$ cat config.mk
export PLATFORM = sky130hd
export DESIGN_NAME = indexed_ordered_list_unit_flat
export DESIGN_NICKNAME = d
export VERILOG_FILES = /design/src/sv/ilist_pkg.sv /design/src/sv/ilist_req_if.sv /design/src/sv/ilist_rsp_if.sv /design/src/sv/ilist_ram.sv /design/src/sv/ilist_obuf.sv /design/src/sv/ilist_ctrl.sv /design/src/sv/indexed_ordered_list_unit.sv /design/src/flat_wrapper.sv
export SDC_FILE = /design/constraint.sdc
export NUM_CORES = 2
export LEC_CHECK = 0
export BUFFER_PORTS_ARGS = -buffer_cell sky130_fd_sc_hd__clkbuf_2
export CORE_MARGIN = 10
export CORE_UTILIZATION = 57
export DETAILED_ROUTE_END_ITERATION = 10
export GPL_TIMING_DRIVEN = 1
export PLACE_DENSITY = 0.76
export SLEW_MARGIN = 20
export SYNTH_ARGS = -nofsm -noshare
export SYNTH_HDL_FRONTEND = slang
export SYNTH_SLANG_ARGS = --single-unit
$ cat constraint.sdc
create_clock -name clk -period 4.5 [get_ports clk]
set_clock_uncertainty 0.2 [all_clocks]
set_input_delay 0.675 -clock clk [delete_from_list [all_inputs] [get_ports clk]]
set_output_delay 0.675 -clock clk [all_outputs]
set_load 0.01 [all_outputs]
$ cat src/sv/ilist_pkg.sv
// ----------------------------------------------------------------------------
// ilist_pkg
// Shared sizes, codes, state encoding and port bundles of the indexed ordered
// list unit.
// ----------------------------------------------------------------------------
package ilist_pkg;

  localparam int CAPACITY   = 64;
  localparam int DATA_WIDTH = 32;
  localparam int ADDR_W     = $clog2(CAPACITY);
  localparam int IDX_W      = ADDR_W + 1;
  localparam int POS_W      = 7;
  localparam int ITEM_POS_W = 6;
  localparam int REQ_W      = 2;
  localparam int STATUS_W   = 2;

  typedef logic [IDX_W-1:0]             idx_t;
  typedef logic [ADDR_W-1:0]            addr_t;
  typedef logic signed [DATA_WIDTH-1:0] data_t;
  typedef logic [REQ_W-1:0]             req_t;
  typedef logic [STATUS_W-1:0]          status_t;

  localparam idx_t NULL_IDX = idx_t'(CAPACITY);
  localparam idx_t LAST_IDX = idx_t'(CAPACITY - 1);

  localparam req_t REQ_INSERT = 2'd0;
  localparam req_t REQ_DELETE = 2'd1;
  localparam req_t REQ_DUMP   = 2'd2;

  localparam status_t ST_OK    = 2'd0;
  localparam status_t ST_EMPTY = 2'd1;
  localparam status_t ST_OOB   = 2'd2;
  localparam status_t ST_FULL  = 2'd3;

  typedef enum logic [3:0] {
    S_INIT,
    S_IDLE,
    S_INS_FREE,
    S_WALK,
    S_INS_LINK,
    S_INS_SET,
    S_DEL_HEAD,
    S_DEL_VICT,
    S_DEL_LINK,
    S_DEL_FREE,
    S_DUMP,
    S_RESP
  } state_t;

  typedef struct packed {
    logic  we;
    addr_t waddr;
    idx_t  wdata;
    logic  re;
    addr_t raddr;
  } link_port_t;

  typedef struct packed {
    logic  we;
    addr_t waddr;
    data_t wdata;
    logic  re;
    addr_t raddr;
  } val_port_t;

  typedef struct packed {
    status_t                 status;
    data_t                   value_out;
    logic [ITEM_POS_W-1:0]   item_pos;
    logic                    last;
  } rsp_t;

endpackage

$ cat src/sv/ilist_req_if.sv
// ----------------------------------------------------------------------------
// ilist_req_if
// Request channel: valid/ready handshake with request type, position, value.
// ----------------------------------------------------------------------------
interface ilist_req_if;
  logic                          valid;
  logic                          ready;
  logic [ilist_pkg::REQ_W-1:0]   req_type;
  logic [ilist_pkg::POS_W-1:0]   position;
  ilist_pkg::data_t              value;

  modport source (output valid, req_type, position, value, input ready);
  modport sink   (input valid, req_type, position, value, output ready);
endinterface

$ cat src/sv/ilist_rsp_if.sv
// ----------------------------------------------------------------------------
// ilist_rsp_if
// Result channel: valid/ready handshake with status, value, position, last.
// ----------------------------------------------------------------------------
interface ilist_rsp_if;
  logic                              valid;
  logic                              ready;
  logic [ilist_pkg::STATUS_W-1:0]    status;
  ilist_pkg::data_t                  value_out;
  logic [ilist_pkg::ITEM_POS_W-1:0]  item_pos;
  logic                              last;

  modport source (output valid, status, value_out, item_pos, last, input ready);
  modport sink   (input valid, status, value_out, item_pos, last, output ready);
endinterface

$ cat src/sv/ilist_ram.sv
// ----------------------------------------------------------------------------
// ilist_ram
// Generic single write port, single read port RAM with registered read data.
// Read data holds while no read is issued.
// ----------------------------------------------------------------------------
module ilist_ram #(
  parameter int WIDTH = 8,
  parameter int DEPTH = 64,
  localparam int AW   = $clog2(DEPTH)
) (
  input  logic             clk,
  input  logic             we,
  input  logic [AW-1:0]    waddr,
  input  logic [WIDTH-1:0] wdata,
  input  logic             re,
  input  logic [AW-1:0]    raddr,
  output logic [WIDTH-1:0] rdata
);

  logic [WIDTH-1:0] mem [DEPTH];

  always_ff @(posedge clk) begin
    if (we) begin
      mem[waddr] <= wdata;
    end
    if (re) begin
      rdata <= mem[raddr];
    end
  end

endmodule

$ cat src/sv/ilist_obuf.sv
// ----------------------------------------------------------------------------
// ilist_obuf
// Output register of the result channel; frees the sequencer while a beat
// waits for the receiver.
// ----------------------------------------------------------------------------
module ilist_obuf (
  input  logic               clk,
  input  logic               rst_n,
  input  logic               push,
  input  ilist_pkg::rsp_t    rsp,
  output logic               space,
  ilist_rsp_if.source        out_rsp
);

  logic            valid_r;
  logic            valid_nxt;
  ilist_pkg::rsp_t data_r;

  assign space = !valid_r || out_rsp.ready;

  always_comb begin
    valid_nxt = valid_r;
    if (push && space) begin
      valid_nxt = 1'b1;
    end else if (out_rsp.ready) begin
      valid_nxt = 1'b0;
    end
  end

  always_ff @(posedge clk) begin
    if (!rst_n) begin
      valid_r <= 1'b0;
    end else begin
      valid_r <= valid_nxt;
    end
  end

  always_ff @(posedge clk) begin
    if (push && space) begin
      data_r <= rsp;
    end
  end

  assign out_rsp.valid     = valid_r;
  assign out_rsp.status    = data_r.status;
  assign out_rsp.value_out = data_r.value_out;
  assign out_rsp.item_pos  = data_r.item_pos;
  assign out_rsp.last      = data_r.last;

endmodule

$ cat src/sv/ilist_ctrl.sv
// ----------------------------------------------------------------------------
// ilist_ctrl
// Request sequencer: checks a request, walks the link store one entry per
// cycle, and reads, modifies and writes back the link and value stores.
// ----------------------------------------------------------------------------
module ilist_ctrl (
  input  logic                    clk,
  input  logic                    rst_n,
  ilist_req_if.sink               in_req,
  output ilist_pkg::link_port_t   lnk,
  input  ilist_pkg::idx_t         lnk_rdata,
  output ilist_pkg::val_port_t    val,
  input  ilist_pkg::data_t        val_rdata,
  output logic                    push,
  output ilist_pkg::rsp_t         rsp,
  input  logic                    space
);

  ilist_pkg::state_t  state_r,  state_nxt;
  ilist_pkg::idx_t    head_r,   head_nxt;
  ilist_pkg::idx_t    free_r,   free_nxt;
  ilist_pkg::idx_t    len_r,    len_nxt;
  ilist_pkg::idx_t    init_r,   init_nxt;
  ilist_pkg::req_t    op_r,     op_nxt;
  ilist_pkg::idx_t    pos_r,    pos_nxt;
  ilist_pkg::data_t   val_r,    val_nxt;
  ilist_pkg::idx_t    cur_r,    cur_nxt;
  ilist_pkg::idx_t    cnt_r,    cnt_nxt;
  ilist_pkg::idx_t    node_r,   node_nxt;
  ilist_pkg::status_t status_r, status_nxt;

  ilist_pkg::idx_t    in_pos;
  ilist_pkg::idx_t    steps;
  logic               dump_last;

  assign in_pos    = ilist_pkg::idx_t'(in_req.position);
  assign steps     = (state_r == ilist_pkg::S_IDLE) ? in_pos - 1'b1 : pos_r - 1'b1;
  assign dump_last = (cnt_r == len_r - 1'b1);

  assign in_req.ready = (state_r == ilist_pkg::S_IDLE);

  always_comb begin
    state_nxt  = state_r;
    head_nxt   = head_r;
    free_nxt   = free_r;
    len_nxt    = len_r;
    init_nxt   = init_r;
    op_nxt     = op_r;
    pos_nxt    = pos_r;
    val_nxt    = val_r;
    cur_nxt    = cur_r;
    cnt_nxt    = cnt_r;
    node_nxt   = node_r;
    status_nxt = status_r;
    lnk        = '0;
    val        = '0;
    push       = 1'b0;
    rsp        = '0;

    case (state_r)
      ilist_pkg::S_INIT: begin
        // chain every entry into the free list
        lnk.we    = 1'b1;
        lnk.waddr = init_r[ilist_pkg::ADDR_W-1:0];
        lnk.wdata = init_r + 1'b1;
        init_nxt  = init_r + 1'b1;
        if (init_r == ilist_pkg::LAST_IDX) begin
          state_nxt = ilist_pkg::S_IDLE;
        end
      end

      ilist_pkg::S_IDLE: begin
        if (in_req.valid) begin
          op_nxt  = in_req.req_type;
          pos_nxt = in_pos;
          val_nxt = in_req.value;
          case (in_req.req_type)
            ilist_pkg::REQ_INSERT: begin
              if (len_r == ilist_pkg::NULL_IDX || free_r >= ilist_pkg::NULL_IDX) begin
                status_nxt = ilist_pkg::ST_FULL;
                state_nxt  = ilist_pkg::S_RESP;
              end else if (len_r == '0 && in_pos != '0) begin
                status_nxt = ilist_pkg::ST_EMPTY;
                state_nxt  = ilist_pkg::S_RESP;
              end else if (in_pos > len_r) begin
                status_nxt = ilist_pkg::ST_OOB;
                state_nxt  = ilist_pkg::S_RESP;
              end else begin
                lnk.re    = 1'b1;
                lnk.raddr = free_r[ilist_pkg::ADDR_W-1:0];
                state_nxt = ilist_pkg::S_INS_FREE;
              end
            end
            ilist_pkg::REQ_DELETE: begin
              if (len_r == '0 || head_r >= ilist_pkg::NULL_IDX) begin
                status_nxt = ilist_pkg::ST_EMPTY;
                state_nxt  = ilist_pkg::S_RESP;
              end else if (in_pos >= len_r) begin
                status_nxt = ilist_pkg::ST_OOB;
                state_nxt  = ilist_pkg::S_RESP;
              end else begin
                lnk.re    = 1'b1;
                lnk.raddr = head_r[ilist_pkg::ADDR_W-1:0];
                cur_nxt   = head_r;
                if (in_pos == '0) begin
                  node_nxt  = head_r;
                  state_nxt = ilist_pkg::S_DEL_HEAD;
                end else if (steps == '0) begin
                  state_nxt = ilist_pkg::S_DEL_VICT;
                end else begin
                  cnt_nxt   = steps;
                  state_nxt = ilist_pkg::S_WALK;
                end
              end
            end
            ilist_pkg::REQ_DUMP: begin
              if (len_r == '0 || head_r >= ilist_pkg::NULL_IDX) begin
                status_nxt = ilist_pkg::ST_EMPTY;
                state_nxt  = ilist_pkg::S_RESP;
              end else begin
                lnk.re    = 1'b1;
                lnk.raddr = head_r[ilist_pkg::ADDR_W-1:0];
                val.re    = 1'b1;
                val.raddr = head_r[ilist_pkg::ADDR_W-1:0];
                cnt_nxt   = '0;
                state_nxt = ilist_pkg::S_DUMP;
              end
            end
            default: begin
              state_nxt = ilist_pkg::S_IDLE;
            end
          endcase
        end
      end

      ilist_pkg::S_INS_FREE: begin
        // lnk_rdata is the successor of the allocated entry on the free list
        node_nxt  = free_r;
        free_nxt  = lnk_rdata;
        val.we    = 1'b1;
        val.waddr = free_r[ilist_pkg::ADDR_W-1:0];
        val.wdata = val_r;
        if (pos_r == '0) begin
          lnk.we     = 1'b1;
          lnk.waddr  = free_r[ilist_pkg::ADDR_W-1:0];
          lnk.wdata  = head_r;
          head_nxt   = free_r;
          len_nxt    = len_r + 1'b1;
          status_nxt = ilist_pkg::ST_OK;
          state_nxt  = ilist_pkg::S_RESP;
        end else begin
          lnk.re    = 1'b1;
          lnk.raddr = head_r[ilist_pkg::ADDR_W-1:0];
          cur_nxt   = head_r;
          if (steps == '0) begin
            state_nxt = ilist_pkg::S_INS_LINK;
          end else begin
            cnt_nxt   = steps;
            state_nxt = ilist_pkg::S_WALK;
          end
        end
      end

      ilist_pkg::S_WALK: begin
        // one link per cycle; the read of the next link is issued at once
        cur_nxt   = lnk_rdata;
        lnk.re    = 1'b1;
        lnk.raddr = lnk_rdata[ilist_pkg::ADDR_W-1:0];
        cnt_nxt   = cnt_r - 1'b1;
        if (cnt_r == ilist_pkg::idx_t'(1)) begin
          state_nxt = (op_r == ilist_pkg::REQ_INSERT) ? ilist_pkg::S_INS_LINK
                                                       : ilist_pkg::S_DEL_VICT;
        end
      end

      ilist_pkg::S_INS_LINK: begin
        lnk.we    = 1'b1;
        lnk.waddr = node_r[ilist_pkg::ADDR_W-1:0];
        lnk.wdata = lnk_rdata;
        state_nxt = ilist_pkg::S_INS_SET;
      end

      ilist_pkg::S_INS_SET: begin
        lnk.we     = 1'b1;
        lnk.waddr  = cur_r[ilist_pkg::ADDR_W-1:0];
        lnk.wdata  = node_r;
        len_nxt    = len_r + 1'b1;
        status_nxt = ilist_pkg::ST_OK;
        state_nxt  = ilist_pkg::S_RESP;
      end

      ilist_pkg::S_DEL_HEAD: begin
        head_nxt  = lnk_rdata;
        state_nxt = ilist_pkg::S_DEL_FREE;
      end

      ilist_pkg::S_DEL_VICT: begin
        node_nxt  = lnk_rdata;
        lnk.re    = 1'b1;
        lnk.raddr = lnk_rdata[ilist_pkg::ADDR_W-1:0];
        state_nxt = ilist_pkg::S_DEL_LINK;
      end

      ilist_pkg::S_DEL_LINK: begin
        lnk.we    = 1'b1;
        lnk.waddr = cur_r[ilist_pkg::ADDR_W-1:0];
        lnk.wdata = lnk_rdata;
        state_nxt = ilist_pkg::S_DEL_FREE;
      end

      ilist_pkg::S_DEL_FREE: begin
        lnk.we     = 1'b1;
        lnk.waddr  = node_r[ilist_pkg::ADDR_W-1:0];
        lnk.wdata  = free_r;
        free_nxt   = node_r;
        len_nxt    = len_r - 1'b1;
        status_nxt = ilist_pkg::ST_OK;
        state_nxt  = ilist_pkg::S_RESP;
      end

      ilist_pkg::S_DUMP: begin
        push          = 1'b1;
        rsp.status    = ilist_pkg::ST_OK;
        rsp.value_out = val_rdata;
        rsp.item_pos  = cnt_r[ilist_pkg::ITEM_POS_W-1:0];
        rsp.last      = dump_last;
        if (space) begin
          if (dump_last) begin
            state_nxt = ilist_pkg::S_IDLE;
          end else begin
            cnt_nxt   = cnt_r + 1'b1;
            lnk.re    = 1'b1;
            lnk.raddr = lnk_rdata[ilist_pkg::ADDR_W-1:0];
            val.re    = 1'b1;
            val.raddr = lnk_rdata[ilist_pkg::ADDR_W-1:0];
          end
        end
      end

      ilist_pkg::S_RESP: begin
        push       = 1'b1;
        rsp.status = status_r;
        rsp.last   = 1'b1;
        if (space) begin
          state_nxt = ilist_pkg::S_IDLE;
        end
      end

      default: begin
        state_nxt = ilist_pkg::S_IDLE;
      end
    endcase
  end

  always_ff @(posedge clk) begin
    if (!rst_n) begin
      state_r <= ilist_pkg::S_INIT;
      head_r  <= ilist_pkg::NULL_IDX;
      free_r  <= '0;
      len_r   <= '0;
      init_r  <= '0;
    end else begin
      state_r <= state_nxt;
      head_r  <= head_nxt;
      free_r  <= free_nxt;
      len_r   <= len_nxt;
      init_r  <= init_nxt;
    end
  end

  always_ff @(posedge clk) begin
    op_r     <= op_nxt;
    pos_r    <= pos_nxt;
    val_r    <= val_nxt;
    cur_r    <= cur_nxt;
    cnt_r    <= cnt_nxt;
    node_r   <= node_nxt;
    status_r <= status_nxt;
  end

endmodule

$ cat src/sv/indexed_ordered_list_unit.sv
// ----------------------------------------------------------------------------
// indexed_ordered_list_unit
// Ordered list of signed values kept in a linked store with a free chain.
//
// in_req carries one request per beat: insert a value at a position, delete
// the entry at a position, or dump the whole list. out_rsp carries results:
// one beat with a status for insert and delete, one beat per entry for a
// dump (status ok, value and position, last on the final entry), or a single
// status beat when the list is empty. Request type 3 is taken and dropped.
// One request is worked on at a time; in_req.ready is high only while idle.
// An insert or a delete at position p > 0 walks the list from the head: the
// walk follows one link per cycle through the link store's single read port.
// A dump gives one beat per cycle while the output register has space.
// After reset a pass chains every entry of the link store into the free
// list; no request is taken before it ends. A result beat waits in an output
// register; while the receiver stalls the sequencer holds its read data and
// resumes when the register frees.
// ----------------------------------------------------------------------------
module indexed_ordered_list_unit (
  input  logic          clk,
  input  logic          rst_n,
  ilist_req_if.sink     in_req,
  ilist_rsp_if.source   out_rsp
);

  ilist_pkg::link_port_t lnk;
  ilist_pkg::val_port_t  val;
  ilist_pkg::idx_t       lnk_rdata;
  ilist_pkg::data_t      val_rdata;
  ilist_pkg::rsp_t       rsp;
  logic                  push;
  logic                  space;

  ilist_ram #(
    .WIDTH (ilist_pkg::IDX_W),
    .DEPTH (ilist_pkg::CAPACITY)
  ) u_link_ram (
    .clk   (clk),
    .we    (lnk.we),
    .waddr (lnk.waddr),
    .wdata (lnk.wdata),
    .re    (lnk.re),
    .raddr (lnk.raddr),
    .rdata (lnk_rdata)
  );

  ilist_ram #(
    .WIDTH (ilist_pkg::DATA_WIDTH),
    .DEPTH (ilist_pkg::CAPACITY)
  ) u_value_ram (
    .clk   (clk),
    .we    (val.we),
    .waddr (val.waddr),
    .wdata (val.wdata),
    .re    (val.re),
    .raddr (val.raddr),
    .rdata (val_rdata)
  );

  ilist_ctrl u_ctrl (
    .clk       (clk),
    .rst_n     (rst_n),
    .in_req    (in_req),
    .lnk       (lnk),
    .lnk_rdata (lnk_rdata),
    .val       (val),
    .val_rdata (val_rdata),
    .push      (push),
    .rsp       (rsp),
    .space     (space)
  );

  ilist_obuf u_obuf (
    .clk     (clk),
    .rst_n   (rst_n),
    .push    (push),
    .rsp     (rsp),
    .space   (space),
    .out_rsp (out_rsp)
  );

endmodule

$ cat src/flat_wrapper.sv
// flat-port wrapper written by rule: the top's interface ports become plain ports
module indexed_ordered_list_unit_flat 
  (clk, rst_n, in_req_valid, in_req_req_type, in_req_position, in_req_value, in_req_ready, out_rsp_valid, out_rsp_status, out_rsp_value_out, out_rsp_item_pos, out_rsp_last, out_rsp_ready);
  ilist_req_if in_req_i ();
  ilist_rsp_if out_rsp_i ();
  input  logic clk;
  input  logic rst_n;
  input wire logic [$bits(in_req_i.valid)-1:0] in_req_valid;
  input wire logic [$bits(in_req_i.req_type)-1:0] in_req_req_type;
  input wire logic [$bits(in_req_i.position)-1:0] in_req_position;
  input wire logic [$bits(in_req_i.value)-1:0] in_req_value;
  output wire logic [$bits(in_req_i.ready)-1:0] in_req_ready;
  output wire logic [$bits(out_rsp_i.valid)-1:0] out_rsp_valid;
  output wire logic [$bits(out_rsp_i.status)-1:0] out_rsp_status;
  output wire logic [$bits(out_rsp_i.value_out)-1:0] out_rsp_value_out;
  output wire logic [$bits(out_rsp_i.item_pos)-1:0] out_rsp_item_pos;
  output wire logic [$bits(out_rsp_i.last)-1:0] out_rsp_last;
  input wire logic [$bits(out_rsp_i.ready)-1:0] out_rsp_ready;
  assign in_req_i.valid = in_req_valid;
  assign in_req_i.req_type = in_req_req_type;
  assign in_req_i.position = in_req_position;
  assign in_req_i.value = in_req_value;
  assign in_req_ready = in_req_i.ready;
  assign out_rsp_valid = out_rsp_i.valid;
  assign out_rsp_status = out_rsp_i.status;
  assign out_rsp_value_out = out_rsp_i.value_out;
  assign out_rsp_item_pos = out_rsp_i.item_pos;
  assign out_rsp_last = out_rsp_i.last;
  assign out_rsp_i.ready = out_rsp_ready;
  indexed_ordered_list_unit u_core (.clk(clk), .rst_n(rst_n), .in_req(in_req_i), .out_rsp(out_rsp_i));
endmodule
==> impl_metrics.tcl <==
set metrics [dict create \
    seq_area_frac_synth 0.738 \
    wl_um 331000 \
    grt-busiest-layer "met2" \
    fillers 12214 \
    synthSimpleGateAreaFrac 0.158 \
    power_leakage_nw 42.1 \
    whs_ns 0.102 \
    yosys.cell_types.count 92 \
    layout_common_cells "edfxtp_1, nand2_1, nand3_1, buf_4, a21oi_1" \
    post-route-util 0.678 \
    yosys_warnings 0 \
    tightest_slew_ns 1.20 \
    hold_depth 4 \
    synth.ff_latch_count 2672 \
    drc_errors 0 \
    hold_path_end "u_core.u_ctrl.state_r[1]" \
    cp.arrival_ns 4.93 \
    grt_pass1_wl_um 476000 \
    synth_area_um2 108000 \
    ir_drop_uv 451 \
    synth_fa_ha_area_frac 0.00220 \
    cap_violations 0 \
    grt_use_met3 0.0951 \
    async_reset_ff_frac 0 \
    r2r_setup_slack_ns 0.003 \
    setup-violations-final 0 \
    first_pass_iters 8 \
    power_density_nw_per_um2 387 \
    r2r-end "u_core.u_value_ram.rdata[15]" \
    period_share 0.999 \
    antenna_left 0 \
    die_x_um 456 \
    synth_xor_area_frac 0.00235 \
    grt_max_degree 99 \
    fp.coreArea_um2 188000 \
    layout.nets 9124 \
    final_common_cell "edfxtp_1" \
    synth_fp_nets 8447 \
    dieArea_um2 208000 \
    clock_path_buffers 4 \
    numPlacedInstances 11179 \
    crit_path_top_delay_cell "or4_4" \
    area_growth_pct 18.0 \
    hp-start "in_req_valid" \
    crit_path_cell_trace "or4_4 > or3_4 > a211o_4 > o211a_4 > a22oi_4 > buf_12 > buf_8 > and3_1 > a31oi_1 > o22ai_1 > buf_4 > nor4_1 > buf_4 > or4_4" \
    critPathMaxFanout 19 \
    met2_usage 0.461 \
    synth_cells 8383 \
    hpwl_um 199000 \
    drive_gt1_frac 0.169 \
    synth_edf_count 2639 \
    drt_iter0_drc 12924 \
    hold_viol_final 0 \
    boundaryPins 88 \
    critPathMaxStageDelay_ns 0.57 \
    cp.required_ns 4.94 \
    overflow 0 \
    clk_pin_slew_worst_paths_ns 0.06 \
    die_h_um 456 \
    globalplace.congestion 0.980 \
    synth_compound_area_frac 0.0578 \
    start_kind "flip-flop" \
    antenna_found_initial 17 \
    endpoint_kind "flip-flop" \
    rsz0062_at_grt "yes" \
    cts_buffers 280 \
    muxShareOfSynthArea 0.0167 \
    hp-class "input port to flip-flop" \
    synth_top_family_by_area "simple AND/OR/NAND/NOR gates" \
    status "completed" \
    fin_cells 11749 \
    cts.sinks 2672 \
    htree_num_levels 5 \
    max_slew_margin 0.197 \
    start_util 0.575 \
    timing.fmax_mhz 222 \
    grt_util_met1 0.413 \
    cts_tree "yes" \
    timing.final.crit_period_ns 4.50 \
    syn_avg_cell_area_um2 12.9 \
    synthFlopType "edfxtp_1" \
    via_per_inst 6.53 \
    clock-root-buffer "clkbuf_16" \
    grt_util_all_layers 0.303 \
    path_class "flip-flop to flip-flop" \
    r2r-start "u_core.u_ctrl.len_r[1]" \
    clk-insertion-delay-late_ns 0.96 \
    rows 159 \
    grt_pass1_vias 73770 \
    drv_slew 0 \
    wl_per_cell_um 28.2 \
    r2r_cells 14 \
    vias 76758 \
    io_buffers 87 \
    total_power_w 0.0494 \
]
## state kept, by name, indices dropped and copies added, names as in the netlist, 32 cells and up
signal and cells:
u_core.u_value_ram.mem 2048, u_core.u_value_ram.rdata 32, u_core.u_ctrl.val_r 32, u_core.u_link_ram.mem 448, u_core.u_obuf.out_rsp.value_out 32
## power by group
group          switching [W]  internal [W]  leakage [nW]
clock                0.00926        0.0128          4.19
combinational       0.000209      0.000105          18.3
sequential         0.0000105        0.0270          19.6
total                0.00948        0.0399          42.1
## area by class of cell
| type | count | area, um^2 | share of cell area |
|---|---|---|---|
| sequential | 2672 | 79900 | 0.626 |
| timing repair buffer | 929 | 9010 | 0.0706 |
| tap | 2495 | 3120 | 0.0245 |
| clock buffer | 338 | 7450 | 0.0583 |
| inverter | 23 | 90.1 | 0.000706 |
| multi-input combinational | 5154 | 27000 | 0.211 |
| antenna | 4 | 10.0 | 0.0000784 |
| clock inverter | 134 | 1100 | 0.00864 |
## how the worst max path moves through the flow
stage | endpoint | cells after the start | from | slack (ns)
floorplan | u_core.u_value_ram.rdata[23] | 19 | u_core.u_ctrl.state_r[3] | 0.17
global placement | u_core.u_value_ram.rdata[15] | 12 | u_core.u_ctrl.len_r[0] | -0.48
detailed placement | u_core.u_value_ram.rdata[23] | 16 | u_core.u_ctrl.len_r[0] | -0.80
CTS | u_core.u_value_ram.rdata[16] | 14 | u_core.u_ctrl.len_r[0] | -0.03
global route | u_core.u_value_ram.rdata[27] | 14 | u_core.u_ctrl.len_r[1] | -0.07
finish | u_core.u_value_ram.rdata[15] | 14 | u_core.u_ctrl.len_r[1] | 0.003
## synth_stat cells (20+ instances only)
library cell  instances  area [um^2]
and3_1              113          707
xnor2_1              22          193
a31oi_1              97          607
nand3_1             962         4810
nand2_1            2291         8600
nor2_1              370         1390
buf_2               190          951
inv_1                22         82.6
a21oi_1             413         2070
edfxtp_1           2639        79200
a311oi_1             20          175
o21ai_0              61          305
o22ai_1              98          613
mux4_2               26          586
mux2i_1             104         1040
nand4_1              46          288
clkbuf_1            233          875
buf_4                33          248
and2_1               61          382
buf_1                56          210
dfxtp_1              33          661
a211oi_1             50          375
a22oi_1              32          240
nor3_1               38          190
nor4_1               32          200
## critical path: cells and delay by family, from the launching register on
kind	cells	cell delay, ns
buf+inv	4	0.70
simple gates	5	1.71
compound gates	5	1.28
flops	1	0.34
## logic make-up after synthesis
| family | after synthesis |
|---|---|
| AOI/OAI and AO/OA | 974 |
| xor gates and xnor gates | 29 |
| adders and majority gates | 19 |
| buffers and inverters | 558 |
| DFF | 2672 |
| muxes | 146 |
| and+or+nand+nor | 3985 |
## per-layer routing
layer | part of all wire | vias up
met5 | 0.00032 | -
met4 | 0.040 | 14
met3 | 0.16 | 989
met2 | 0.45 | 6464
met1 | 0.35 | 37179
li1 | - | 32112
## metrics by stage
| step | setup TNS (ns) | area, um^2 | worst slack [ns] |
|---|---|---|---|
| after global routing | -0.528 | 128000 | -0.0747 |
| after global placement | -6.35 | 117000 | -0.483 |
| after detailed placement | -8.62 | 117000 | -0.800 |
| after CTS | -0.0322 | 126000 | -0.0301 |
| after floorplan | 0 | 108000 | 0.173 |
| final | 0 | 128000 | 0.00310 |
## repair_timing
item	in CTS	in global routing
hold endpoints to repair	41	0
setup buffers	8	27
hold buffers	41	0
pin swaps	9	45
gates cloned	6	11
setup endpoints to repair	39	39
gates resized for setup	66	151
No activity file was read; power rests on OpenSTA's default activity.
